## src/rtl/lrw_pkg.sv

```systemverilog
// Shared types, constants and LFSR helper functions of the random offset walker.
package lrw_pkg;

  // Field widths
  localparam int BASE_W   = 48;
  localparam int AREA_W   = 48;
  localparam int LEN_W    = 32;
  localparam int OFF_W    = 49;
  localparam int POS_W    = 16;
  localparam int CNT_W    = 16;
  localparam int STRIDE_W = 48;
  localparam int CSTR_W   = 32;
  localparam int WIDTH_W  = 5;
  localparam int CIDX_W   = 2;
  localparam int CDAT_W   = 32;

  // LFSR seed that splices the zero state into the cycle, and the narrowest LFSR
  localparam logic [15:0]        SEED     = 16'hace1;
  localparam logic [WIDTH_W-1:0] MIN_BITS = 5'd8;

  // Configuration register indexes
  localparam logic [CIDX_W-1:0] CFG_FILL_MODE    = 2'd0;
  localparam logic [CIDX_W-1:0] CFG_STRIDE_BYTES = 2'd1;
  localparam logic [CIDX_W-1:0] CFG_BLOCK_COUNT  = 2'd2;

  // Result status codes
  typedef enum logic [1:0] {
    ST_OK      = 2'd0,
    ST_BAD_LEN = 2'd1,
    ST_OVER    = 2'd2,
    ST_NO_WALK = 2'd3
  } status_t;

  // Commands from the controller to the datapath
  typedef struct packed {
    logic    capture;
    logic    clear_active;
    logic    div_first;
    logic    div_second;
    logic    load_fill_stride;
    logic    load_reg_walk;
    logic    setup;
    logic    step_init;
    logic    step;
    logic    mul_lo;
    logic    mul_hi;
    logic    out_load;
    status_t out_status;
  } lrw_cmd_t;

  // Status from the datapath to the controller
  typedef struct packed {
    logic mode;
    logic fill_mode;
    logic len_bad;
    logic blk_over;
    logic quo_over;
    logic div_done;
    logic walk_active;
    logic count_zero;
    logic step_done;
    logic out_busy;
  } lrw_stat_t;

  // One Fibonacci LFSR step at the given width, with zero spliced in after the seed
  function automatic logic [15:0] lfsr_next(input logic [15:0] v,
                                            input logic [WIDTH_W-1:0] bits);
    logic [15:0] mask;
    logic [15:0] seed;
    logic [15:0] vv;
    logic [15:0] res;
    logic        fb;
    for (int i = 0; i < 16; i++) begin
      mask[i] = (5'(i) < bits);
    end
    seed = mask & SEED;
    vv   = v & mask;
    if (vv == seed) begin
      res = '0;
    end else begin
      if (vv == '0) begin
        vv = seed;
      end
      case (bits)
        5'd8:    fb = vv[0] ^ vv[2] ^ vv[3] ^ vv[4];
        5'd9:    fb = vv[0] ^ vv[4];
        5'd10:   fb = vv[0] ^ vv[3];
        5'd11:   fb = vv[0] ^ vv[2];
        5'd12:   fb = vv[0] ^ vv[1] ^ vv[2] ^ vv[8];
        5'd13:   fb = vv[0] ^ vv[1] ^ vv[2] ^ vv[5];
        5'd14:   fb = vv[0] ^ vv[1] ^ vv[2] ^ vv[12];
        5'd15:   fb = vv[0] ^ vv[1];
        default: fb = vv[0] ^ vv[2] ^ vv[3] ^ vv[5];
      endcase
      res = vv >> 1;
      res[4'(bits - 5'd1)] = fb;
      res = res & mask;
    end
    return res;
  endfunction

  // Bit length of a count, never below the narrowest LFSR
  function automatic logic [WIDTH_W-1:0] bit_len(input logic [CNT_W-1:0] c);
    logic [WIDTH_W-1:0] n;
    n = '0;
    for (int i = 0; i < CNT_W; i++) begin
      if (c[i]) begin
        n = 5'(i + 1);
      end
    end
    if (n < MIN_BITS) begin
      n = MIN_BITS;
    end
    return n;
  endfunction

endpackage

```

## src/rtl/lrw_div.sv

```systemverilog
// Restoring divider, one quotient bit per cycle, shared by both fill mode divisions.
module lrw_div (
  input  logic                         clk,
  input  logic                         rst,
  input  logic                         start,
  input  logic [lrw_pkg::AREA_W-1:0]   dividend,
  input  logic [lrw_pkg::LEN_W-1:0]    divisor,
  output logic                         done,
  output logic [lrw_pkg::AREA_W-1:0]   quotient
);

  localparam int CNT_BITS = $clog2(lrw_pkg::AREA_W);
  localparam logic [CNT_BITS-1:0] LAST_BIT = CNT_BITS'(lrw_pkg::AREA_W - 1);

  logic                        busy;
  logic [CNT_BITS-1:0]         cnt;
  logic [lrw_pkg::LEN_W:0]     rem;
  logic [lrw_pkg::LEN_W-1:0]   dsr;
  logic [lrw_pkg::AREA_W-1:0]  quo;
  logic [lrw_pkg::LEN_W:0]     rem_sh;
  logic                        fits;

  // Shift in the next dividend bit and trial subtract
  assign rem_sh = {rem[lrw_pkg::LEN_W-1:0], quo[lrw_pkg::AREA_W-1]};
  assign fits   = (rem_sh >= {1'b0, dsr});

  // Control: busy flag, bit counter, done pulse
  always_ff @(posedge clk) begin
    if (rst) begin
      busy <= 1'b0;
      done <= 1'b0;
      cnt  <= '0;
    end else begin
      done <= 1'b0;
      if (start) begin
        busy <= 1'b1;
        cnt  <= '0;
      end else if (busy) begin
        cnt <= cnt + 1'b1;
        if (cnt == LAST_BIT) begin
          busy <= 1'b0;
          done <= 1'b1;
        end
      end
    end
  end

  // Datapath: partial remainder and quotient shift register
  always_ff @(posedge clk) begin
    if (start) begin
      rem <= '0;
      dsr <= divisor;
      quo <= dividend;
    end else if (busy) begin
      rem <= fits ? (rem_sh - {1'b0, dsr}) : rem_sh;
      quo <= {quo[lrw_pkg::AREA_W-2:0], fits};
    end
  end

  assign quotient = quo;

endmodule

```

## src/rtl/lrw_datapath.sv

```systemverilog
// Datapath: configuration, walk state, LFSR, divider, offset multiply and output register.
module lrw_datapath #(
  parameter int MAX_LFSR_BITS = 16
) (
  input  logic                          clk,
  input  logic                          rst,
  // configuration writes
  input  logic                          cfg_we,
  input  logic [lrw_pkg::CIDX_W-1:0]    cfg_index,
  input  logic [lrw_pkg::CDAT_W-1:0]    cfg_data,
  // input item fields
  input  logic                          in_mode,
  input  logic [lrw_pkg::BASE_W-1:0]    in_base_offset,
  input  logic [lrw_pkg::AREA_W-1:0]    in_area_size,
  input  logic [lrw_pkg::LEN_W-1:0]     in_chunk_len,
  // controller link
  input  lrw_pkg::lrw_cmd_t             cmd,
  output lrw_pkg::lrw_stat_t            stat,
  // result item
  input  logic                          out_ready,
  output logic                          out_valid,
  output logic [lrw_pkg::OFF_W-1:0]     out_offset,
  output logic [lrw_pkg::POS_W-1:0]     out_position,
  output logic                          out_last,
  output lrw_pkg::status_t              out_status
);

  localparam logic [lrw_pkg::AREA_W-1:0] COUNT_LIMIT =
    lrw_pkg::AREA_W'((64'd1 << MAX_LFSR_BITS) - 64'd1);
  localparam logic [MAX_LFSR_BITS:0] GUARD_LIMIT = {1'b1, {MAX_LFSR_BITS{1'b0}}};

  // Configuration registers
  logic                          fill_mode;
  logic [lrw_pkg::CSTR_W-1:0]    stride_bytes;
  logic [lrw_pkg::CNT_W-1:0]     block_count;

  // Latched input item
  logic                          item_mode;
  logic [lrw_pkg::BASE_W-1:0]    item_base;
  logic [lrw_pkg::AREA_W-1:0]    item_area;
  logic [lrw_pkg::LEN_W-1:0]     item_len;

  // Walk state
  logic [MAX_LFSR_BITS-1:0]      lfsr_value;
  logic [lrw_pkg::WIDTH_W-1:0]   lfsr_width;
  logic [lrw_pkg::CNT_W-1:0]     walk_count;
  logic [lrw_pkg::CNT_W-1:0]     emitted_count;
  logic [lrw_pkg::STRIDE_W-1:0]  walk_stride;
  logic [lrw_pkg::BASE_W-1:0]    walk_base;
  logic                          walk_active;
  logic [MAX_LFSR_BITS:0]        guard;

  // Offset accumulator
  logic [lrw_pkg::OFF_W-1:0]     acc;
  logic                          last_flag;

  // Divider link
  logic                          div_start;
  logic [lrw_pkg::LEN_W-1:0]     div_divisor;
  logic                          div_done;
  logic [lrw_pkg::AREA_W-1:0]    quotient;

  logic [15:0]                   lfsr_nxt;
  logic [lrw_pkg::POS_W-1:0]     pos;
  logic [47:0]                   prod_lo;
  logic [31:0]                   prod_hi;

  // Select divisor: chunk length first, then the first quotient (the walk count)
  assign div_start   = cmd.div_first | cmd.div_second;
  assign div_divisor = cmd.div_second ? lrw_pkg::LEN_W'(quotient[lrw_pkg::CNT_W-1:0])
                                      : item_len;

  lrw_div u_div (
    .clk      (clk),
    .rst      (rst),
    .start    (div_start),
    .dividend (item_area),
    .divisor  (div_divisor),
    .done     (div_done),
    .quotient (quotient)
  );

  // Next LFSR state and the two partial products of the offset
  assign lfsr_nxt = lrw_pkg::lfsr_next(16'(lfsr_value), lfsr_width);
  assign pos      = 16'(lfsr_value);
  assign prod_lo  = 48'(pos) * 48'(walk_stride[31:0]);
  assign prod_hi  = 32'(pos) * 32'(walk_stride[47:32]);

  // Status to the controller
  assign stat.mode        = item_mode;
  assign stat.fill_mode   = fill_mode;
  assign stat.len_bad     = (item_len == '0) || (item_area < lrw_pkg::AREA_W'(item_len));
  assign stat.blk_over    = lrw_pkg::AREA_W'(block_count) > COUNT_LIMIT;
  assign stat.quo_over    = quotient > COUNT_LIMIT;
  assign stat.div_done    = div_done;
  assign stat.walk_active = walk_active;
  assign stat.count_zero  = (walk_count == '0);
  assign stat.step_done   = (lfsr_nxt < walk_count) || (guard == GUARD_LIMIT);
  assign stat.out_busy    = out_valid & ~out_ready;

  // Configuration writes
  always_ff @(posedge clk) begin
    if (rst) begin
      fill_mode    <= 1'b0;
      stride_bytes <= '0;
      block_count  <= '0;
    end else if (cfg_we) begin
      unique case (cfg_index)
        lrw_pkg::CFG_FILL_MODE:    fill_mode    <= cfg_data[0];
        lrw_pkg::CFG_STRIDE_BYTES: stride_bytes <= cfg_data;
        lrw_pkg::CFG_BLOCK_COUNT:  block_count  <= cfg_data[lrw_pkg::CNT_W-1:0];
        default: ;
      endcase
    end
  end

  // Capture the input item
  always_ff @(posedge clk) begin
    if (cmd.capture) begin
      item_mode <= in_mode;
      item_base <= in_base_offset;
      item_area <= in_area_size;
      item_len  <= in_chunk_len;
    end
  end

  // Walk state: set up, step the LFSR, count emitted items
  always_ff @(posedge clk) begin
    if (rst) begin
      lfsr_value    <= '0;
      lfsr_width    <= lrw_pkg::MIN_BITS;
      walk_count    <= '0;
      emitted_count <= '0;
      walk_stride   <= '0;
      walk_base     <= '0;
      walk_active   <= 1'b0;
      guard         <= '0;
    end else begin
      if (cmd.clear_active) begin
        walk_active <= 1'b0;
      end
      if (cmd.load_reg_walk) begin
        walk_count  <= block_count;
        walk_stride <= lrw_pkg::STRIDE_W'(stride_bytes);
      end
      if (cmd.div_second) begin
        walk_count <= quotient[lrw_pkg::CNT_W-1:0];
      end
      if (cmd.load_fill_stride) begin
        walk_stride <= quotient;
      end
      if (cmd.setup) begin
        lfsr_width    <= lrw_pkg::bit_len(walk_count);
        lfsr_value    <= '0;
        emitted_count <= '0;
        walk_base     <= item_base;
        walk_active   <= (walk_count != '0);
      end
      if (cmd.step_init) begin
        guard <= '0;
      end
      if (cmd.step) begin
        lfsr_value <= lfsr_nxt[MAX_LFSR_BITS-1:0];
        guard      <= guard + 1'b1;
        if (stat.step_done) begin
          emitted_count <= emitted_count + 1'b1;
        end
      end
      if (cmd.mul_lo && (emitted_count >= walk_count)) begin
        walk_active <= 1'b0;
      end
    end
  end

  // Offset: base plus low partial product, then the high partial product
  always_ff @(posedge clk) begin
    if (cmd.mul_lo) begin
      acc       <= lrw_pkg::OFF_W'(walk_base) + lrw_pkg::OFF_W'(prod_lo);
      last_flag <= (emitted_count >= walk_count);
    end else if (cmd.mul_hi) begin
      acc <= acc + {prod_hi[lrw_pkg::OFF_W-33:0], 32'd0};
    end
  end

  // Output register valid flag
  always_ff @(posedge clk) begin
    if (rst) begin
      out_valid <= 1'b0;
    end else if (cmd.out_load) begin
      out_valid <= 1'b1;
    end else if (out_ready) begin
      out_valid <= 1'b0;
    end
  end

  // Output register payload; error results carry zero fields
  always_ff @(posedge clk) begin
    if (cmd.out_load) begin
      out_status <= cmd.out_status;
      if (cmd.out_status == lrw_pkg::ST_OK) begin
        out_offset   <= acc;
        out_position <= pos;
        out_last     <= last_flag;
      end else begin
        out_offset   <= '0;
        out_position <= '0;
        out_last     <= 1'b0;
      end
    end
  end

endmodule

```

## src/rtl/lrw_ctrl.sv

```systemverilog
// Controller: sequences start, divide, LFSR search, multiply and output per item.
module lrw_ctrl (
  input  logic                clk,
  input  logic                rst,
  input  logic                in_valid,
  output logic                in_ready,
  input  lrw_pkg::lrw_stat_t  stat,
  output lrw_pkg::lrw_cmd_t   cmd
);

  typedef enum logic [3:0] {
    S_IDLE,
    S_DISPATCH,
    S_DIV1,
    S_DIV2,
    S_SETUP,
    S_STEP,
    S_MUL_LO,
    S_MUL_HI,
    S_OUT
  } state_t;

  state_t           state;
  state_t           state_next;
  lrw_pkg::status_t res_status;
  lrw_pkg::status_t res_status_next;

  assign in_ready = (state == S_IDLE);

  // Decode commands and the next state
  always_comb begin
    cmd             = '0;
    cmd.out_status  = res_status;
    state_next      = state;
    res_status_next = res_status;
    unique case (state)
      S_IDLE: begin
        if (in_valid) begin
          cmd.capture = 1'b1;
          state_next  = S_DISPATCH;
        end
      end
      S_DISPATCH: begin
        if (stat.mode) begin
          if (!stat.walk_active) begin
            res_status_next = lrw_pkg::ST_NO_WALK;
            state_next      = S_OUT;
          end else begin
            cmd.step_init = 1'b1;
            state_next    = S_STEP;
          end
        end else begin
          cmd.clear_active = 1'b1;
          if (stat.fill_mode) begin
            if (stat.len_bad) begin
              res_status_next = lrw_pkg::ST_BAD_LEN;
              state_next      = S_OUT;
            end else begin
              cmd.div_first = 1'b1;
              state_next    = S_DIV1;
            end
          end else if (stat.blk_over) begin
            res_status_next = lrw_pkg::ST_OVER;
            state_next      = S_OUT;
          end else begin
            cmd.load_reg_walk = 1'b1;
            state_next        = S_SETUP;
          end
        end
      end
      S_DIV1: begin
        if (stat.div_done) begin
          if (stat.quo_over) begin
            res_status_next = lrw_pkg::ST_OVER;
            state_next      = S_OUT;
          end else begin
            cmd.div_second = 1'b1;
            state_next     = S_DIV2;
          end
        end
      end
      S_DIV2: begin
        if (stat.div_done) begin
          cmd.load_fill_stride = 1'b1;
          state_next           = S_SETUP;
        end
      end
      S_SETUP: begin
        cmd.setup = 1'b1;
        if (stat.count_zero) begin
          state_next = S_IDLE;
        end else begin
          cmd.step_init = 1'b1;
          state_next    = S_STEP;
        end
      end
      S_STEP: begin
        cmd.step = 1'b1;
        if (stat.step_done) begin
          res_status_next = lrw_pkg::ST_OK;
          state_next      = S_MUL_LO;
        end
      end
      S_MUL_LO: begin
        cmd.mul_lo = 1'b1;
        state_next = S_MUL_HI;
      end
      S_MUL_HI: begin
        cmd.mul_hi = 1'b1;
        state_next = S_OUT;
      end
      S_OUT: begin
        if (!stat.out_busy) begin
          cmd.out_load = 1'b1;
          state_next   = S_IDLE;
        end
      end
      default: state_next = S_IDLE;
    endcase
  end

  // Hold state and the pending result status
  always_ff @(posedge clk) begin
    if (rst) begin
      state      <= S_IDLE;
      res_status <= lrw_pkg::ST_OK;
    end else begin
      state      <= state_next;
      res_status <= res_status_next;
    end
  end

endmodule

```

## src/rtl/lfsr_random_offset_walker.sv

```systemverilog
// Top level of the LFSR random offset walker: controller plus datapath.
//
// Channel  Dir  Handshake                Payload
// s_*      in   s_tvalid / s_tready      s_tdata: base_offset, area_size, chunk_len; s_tuser: mode
// m_*      out  m_tvalid / m_tready      m_tdata: offset, position; m_tlast: last; m_tuser: status
// cfg_*    in   cfg_valid / cfg_ready    cfg_index: register index; cfg_data: value
//
// A next item runs the LFSR search, then the low and high multiply steps and
// the output load; the LFSR search advances one state per cycle. A start item
// with register count/stride first sets up the walk; in fill mode the shared
// one-bit-per-cycle divider adds two divisions before the set-up. Reset is
// synchronous and clears all control state; there is no clearing pass. A stalled
// result waits in the output register while the next item is taken; the block
// stalls only if that item's result is ready before the previous one leaves.
module lfsr_random_offset_walker #(
  parameter int MAX_LFSR_BITS = 16
) (
  input  logic                        clk,
  input  logic                        rst,
  // input items
  input  logic                        s_tvalid,
  output logic                        s_tready,
  input  logic [127:0]                s_tdata,   // [47:0] base_offset, [95:48] area_size,
                                                 // [127:96] chunk_len
  input  logic                        s_tuser,   // [0] mode
  // result items
  output logic                        m_tvalid,
  input  logic                        m_tready,
  output logic [71:0]                 m_tdata,   // [48:0] offset, [64:49] position,
                                                 // [71:65] zero
  output logic                        m_tlast,   // last
  output logic [1:0]                  m_tuser,   // [1:0] status
  // configuration writes
  input  logic                        cfg_valid,
  output logic                        cfg_ready,
  input  logic [lrw_pkg::CIDX_W-1:0]  cfg_index,
  input  logic [lrw_pkg::CDAT_W-1:0]  cfg_data
);

  lrw_pkg::lrw_cmd_t   cmd;
  lrw_pkg::lrw_stat_t  stat;
  logic [lrw_pkg::OFF_W-1:0] out_offset;
  logic [lrw_pkg::POS_W-1:0] out_position;
  lrw_pkg::status_t          out_status;

  // Configuration writes are always taken
  assign cfg_ready = 1'b1;

  lrw_ctrl u_ctrl (
    .clk      (clk),
    .rst      (rst),
    .in_valid (s_tvalid),
    .in_ready (s_tready),
    .stat     (stat),
    .cmd      (cmd)
  );

  lrw_datapath #(
    .MAX_LFSR_BITS (MAX_LFSR_BITS)
  ) u_datapath (
    .clk            (clk),
    .rst            (rst),
    .cfg_we         (cfg_valid),
    .cfg_index      (cfg_index),
    .cfg_data       (cfg_data),
    .in_mode        (s_tuser),
    .in_base_offset (s_tdata[47:0]),
    .in_area_size   (s_tdata[95:48]),
    .in_chunk_len   (s_tdata[127:96]),
    .cmd            (cmd),
    .stat           (stat),
    .out_ready      (m_tready),
    .out_valid      (m_tvalid),
    .out_offset     (out_offset),
    .out_position   (out_position),
    .out_last       (m_tlast),
    .out_status     (out_status)
  );

  // Pack the result item
  assign m_tdata = {7'd0, out_position, out_offset};
  assign m_tuser = out_status;

endmodule
```

## config.mk

```make
export PLATFORM = sky130hd
export DESIGN_NAME = lfsr_random_offset_walker
export DESIGN_NICKNAME = d
export VERILOG_FILES = /design/src/rtl/lrw_pkg.sv /design/src/rtl/lrw_div.sv /design/src/rtl/lrw_datapath.sv /design/src/rtl/lrw_ctrl.sv /design/src/rtl/lfsr_random_offset_walker.sv
export SDC_FILE = /design/constraint.sdc
export NUM_CORES = 2
export LEC_CHECK = 0
export ABC_AREA = 1
export BUFFER_PORTS_ARGS = -buffer_cell sky130_fd_sc_hd__buf_2
export CORE_ASPECT_RATIO = 0.9
export CORE_MARGIN = 5
export CORE_UTILIZATION = 45
export CTS_BUF_LIST = sky130_fd_sc_hd__clkbuf_4
export CTS_CLUSTER_SIZE = 10
export DETAILED_ROUTE_END_ITERATION = 6
export PLACE_DENSITY = 0.6
export SLEW_MARGIN = 20
export SYNTH_ARGS = -nofsm -noshare
export SYNTH_HDL_FRONTEND = slang
export SYNTH_SLANG_ARGS = --single-unit
```

## constraint.sdc

```tcl
create_clock -name clk -period 19 [get_ports clk]
set_input_delay 1.9 -clock clk [delete_from_list [all_inputs] [get_ports clk]]
set_output_delay 1.9 -clock clk [all_outputs]
set_load 0.05 [all_outputs]
```

==> metrics.cfg <==
[run_status]
run_status = finished clean

[yosys]
synth_sequential_area_ratio_pct = 30.7
share_of_synthesized_registers_carrying_an_async_set_or_reset_pct = 0
synth_commonest_cells = sky130_fd_sc_hd__nand2_1 (1352), sky130_fd_sc_hd__inv_1 (1302), sky130_fd_sc_hd__fa_1 (562)
postSynthAreaPerCell_um2 = 8.33
ys_ff_latch = 590
total_standard_cell_area_after_synthesis_um2 = 49100
post-synth-top-count-cell = sky130_fd_sc_hd__nand2_1
synthFlopType = sky130_fd_sc_hd__edfxtp_1
post_synth_inst_count = 5892
netlist_top_cells_area = sky130_fd_sc_hd__fa_1 (23%), sky130_fd_sc_hd__edfxtp_1 (20%), sky130_fd_sc_hd__dfxtp_1 (11%)
synth.distinct_cells = 57
synth_enable_flop_cells = 327
synth.largest_area_cell = sky130_fd_sc_hd__fa_1
area_fraction_of_the_dominant_cell_type_after_synthesis_pct = 22.9
yosys_warnings = 0

[worst_hold_path]
hold-path-cell-count = 2
hold_path_class = register to register
timing.hold.worst_endpoint = u_datapath.walk_base[37]$_SDFFE_PP0P_
worst_hold_startpoint = u_datapath.item_base[37]$_DFFE_PP_

[floorplan]
row_count = 115
pin_count = 246
die_h_um = 323
core_area_um2 = 109000
dieWidth_um = 358
die-area_um2 = 116000
initial_utilization_pct = 45.1

[setup_path]
critical_path.startpoint_type = register
worstSetupEndpointType = register
r2r_depth = 33
crit-reg2reg-capture = u_datapath.acc[48]$_DFFE_PP_
cp_data_required_time_ns = 19.89
rr_startpoint = u_datapath.lfsr_value[5]$_SDFFE_PP0P_
cpPeakStageDelay_ns = 0.72
critPathMaxFanout = 32
path_class = register to register
timing.critical_path.slowest_stage_cell = sky130_fd_sc_hd__dfxtp_1
ff2ff_setup_slack_ns = 11.32
cp.arrival_ns = 8.56
crit_top_cell = sky130_fd_sc_hd__nand2_1

[placement]
post-dp-hpwl_mm = 105
port_buffers = 237
global_placement_routability_congestion = 0.913

[grt]
grt_usage_pct = 24.8
largest_net_degree_at_the_start_of_global_routing = 91
global_route.overflow_total = 0
wire_length_of_the_first_global_routing_pass_mm = 222
antenna_violations_before_repair = 8
number_of_global_route_vias_before_repair = 39691

[job]
cap_violations = 0

[pwr]
powerDensity_nw_per_um2 = 78.3
leakage_nw = 25.8
max-vdd-ir-drop_mv = 0.101

[clock_network]
cts_setup_buffers = 0
cts.sinks = 590
gates_resized_cts_repair = 0
clk_transition_reported_paths_ns = 0.06
cts.root.buffer_cell = sky130_fd_sc_hd__clkbuf_4
cts_htree_levels = 4
numCtsBuffers = 165
cts_hold_buffers = 0
cts_tree = yes
cts.path.max_buffers = 3
insertion_delay_of_the_later_clocked_pin_in_the_worst_skew_pair_ns = 1.18

[route]
detailed_router_iteration_count_before_antenna_repair = 6
drt_iter0_drc = 3069
vias_per_inst = 5.06
route.met2.wl_mm = 61.6
via_count = 38767
highest-signal-layer = met5
routed_wirelength_mm = 140
met1_routed_length_mm = 61.3
antenna_violating_nets_remaining = 0
drc = 0
post_drt_wl_per_cell_um = 18.3
dr_wl_met3_mm = 11.9

[sta]
timing.clock.skew_ns = 0.133
number_of_slew_limit_violations_in_the_final_report = 0
timing.setup.tns_ns = 0
worst_pin_slew_ns = 1.11
fmax_mhz = 130
timing_hold_violations_final = 0
hold_ws_ns = 0.415
grt_setup_unrepaired = false
final_min_period_over_clock_period_pct = 40.4
setup_violations = 0
final.min_clock_period_ns = 7.68
maxSlewHeadroom_pct = 26.1

[final_layout]
layout-drive-gt1-share_pct = 9.78
final_nets = 7078
sequential_cell_area_um2 = 15100
multiInputGateArea_um2 = 28000
area_growth_syn_to_layout_pct = 9.16
final.fill_count = 10694

area by class of cell:
| type | instances | area share, % |
|---|---|---|
| clock inverter | 65 | 0.698 |
| inverter | 1309 | 9.18 |
| sequential | 590 | 28.2 |
| timing repair buffer | 286 | 2.91 |
| clock buffer | 236 | 3.31 |
| tap | 1462 | 3.42 |
| antenna | 5 | 0.0234 |
| multi-input combinational | 3712 | 52.3 |
placed cells by master, fill, tap and decap left out, drive strengths merged, types with 13 or more instances in the layout:
cell type / Yosys / routed
ha: 284 / 284
nand2: 1364 / 1364
a21boi: 13 / 13
nand4: 41 / 41
dfxtp: 263 / 263
a21oi: 327 / 327
nor4: 34 / 34
o21ai: 284 / 284
a31oi: 70 / 70
a211oi: 13 / 13
fa: 562 / 562
clkinv: 2 / 57
nor2: 398 / 398
inv: 1307 / 1311
buf: 52 / 286
edfxtp: 327 / 327
xor2: 60 / 60
nand3: 109 / 109
clkbuf: 235 / 236
xnor2: 49 / 49
nor3: 21 / 21
worst max path at each step:
stage                                           from                           endpoint  slack [ns]
6_report       u_datapath.lfsr_value[5]$_SDFFE_PP0P_       u_datapath.acc[48]$_DFFE_PP_       11.32
5_1_grt        u_datapath.lfsr_value[5]$_SDFFE_PP0P_       u_datapath.acc[48]$_DFFE_PP_       10.60
3_5_place_dp   u_datapath.lfsr_value[5]$_SDFFE_PP0P_       u_datapath.acc[48]$_DFFE_PP_       11.30
3_3_place_gp   u_datapath.lfsr_value[5]$_SDFFE_PP0P_       u_datapath.acc[48]$_DFFE_PP_       11.41
4_1_cts        u_datapath.lfsr_value[5]$_SDFFE_PP0P_       u_datapath.acc[48]$_DFFE_PP_       11.31
2_1_floorplan                               s_tvalid  u_datapath.item_area[0]$_DFFE_PP_       11.13
worst max-delay path: cells and delay by family (launching register included):
| family | cells | cell delay (ns) |
|---|---|---|
| adder cells (fa/ha/maj) | 7 | 3.41 |
| AND/OR/NAND/NOR | 17 | 1.84 |
| buffers and inverters | 6 | 0.78 |
| flip-flops | 1 | 0.72 |
| AO/OA/AOI/OAI | 3 | 0.67 |
stage by stage:
stage	instances	setup WS (ns)	area [um2]	total power [W]	util (%)
after floorplan	5898	11.13	49100	0.00264	-
after global placement	7358	11.41	51400	0.00299	47.2
after detailed placement	7359	11.30	51400	0.00300	47.3
after CTS	7660	11.31	53500	0.00425	49.2
after global routing	7665	10.60	53600	0.00448	49.2
final	7665	11.32	53600	0.00420	49.2
registers in the layout (all words and copies together), names as in the netlist, 4 cells and up:
name,flops
u_datapath.u_div.dsr,32
u_datapath.block_count,16
u_datapath.lfsr_width,5
u_datapath.emitted_count,16
u_datapath.u_div.cnt,6
u_datapath.item_base,48
u_datapath.item_area,48
u_datapath.u_div.quotient,48
u_datapath.item_len,32
u_datapath.out_position,16
u_datapath.walk_stride,48
u_datapath.guard,17
u_datapath.walk_base,48
u_datapath.u_div.rem,32
u_datapath.walk_count,16
u_datapath.lfsr_value,16
u_ctrl.state,4
u_datapath.out_offset,49
u_datapath.stride_bytes,32
u_datapath.acc,49
metal layers:
metal  global-route usage (%)  vias to the layer above
met5                        0                        -
met4                     9.81                        4
met3                     5.59                      269
met2                     38.4                     1395
met1                     34.1                    18578
li1                         -                    18521
power breakdown:
part	internal (W)	total (W)	switching [W]
Sequential	0.00159	0.00181	0.000212
Clock	0.000607	0.00122	0.000608
Combinational	0.000341	0.00117	0.000832
logic make-up (layout without fill, tap and decap cells):
| family | Yosys count | in the layout | share of synthesized area [%] |
|---|---|---|---|
| and+or+nand+nor | 1975 | 1975 | 16.1 |
| other | 2 | 13 | 0.0153 |
| xor gates and xnor gates | 109 | 109 | 1.95 |
| AOI/OAI and AO/OA | 774 | 774 | 8.62 |
| buffers and inverters | 1596 | 1896 | 12.4 |
| DFF | 590 | 590 | 30.7 |
| adders and majority gates | 846 | 846 | 30.2 |
Note: power is estimated with default switching activity, not from simulation.
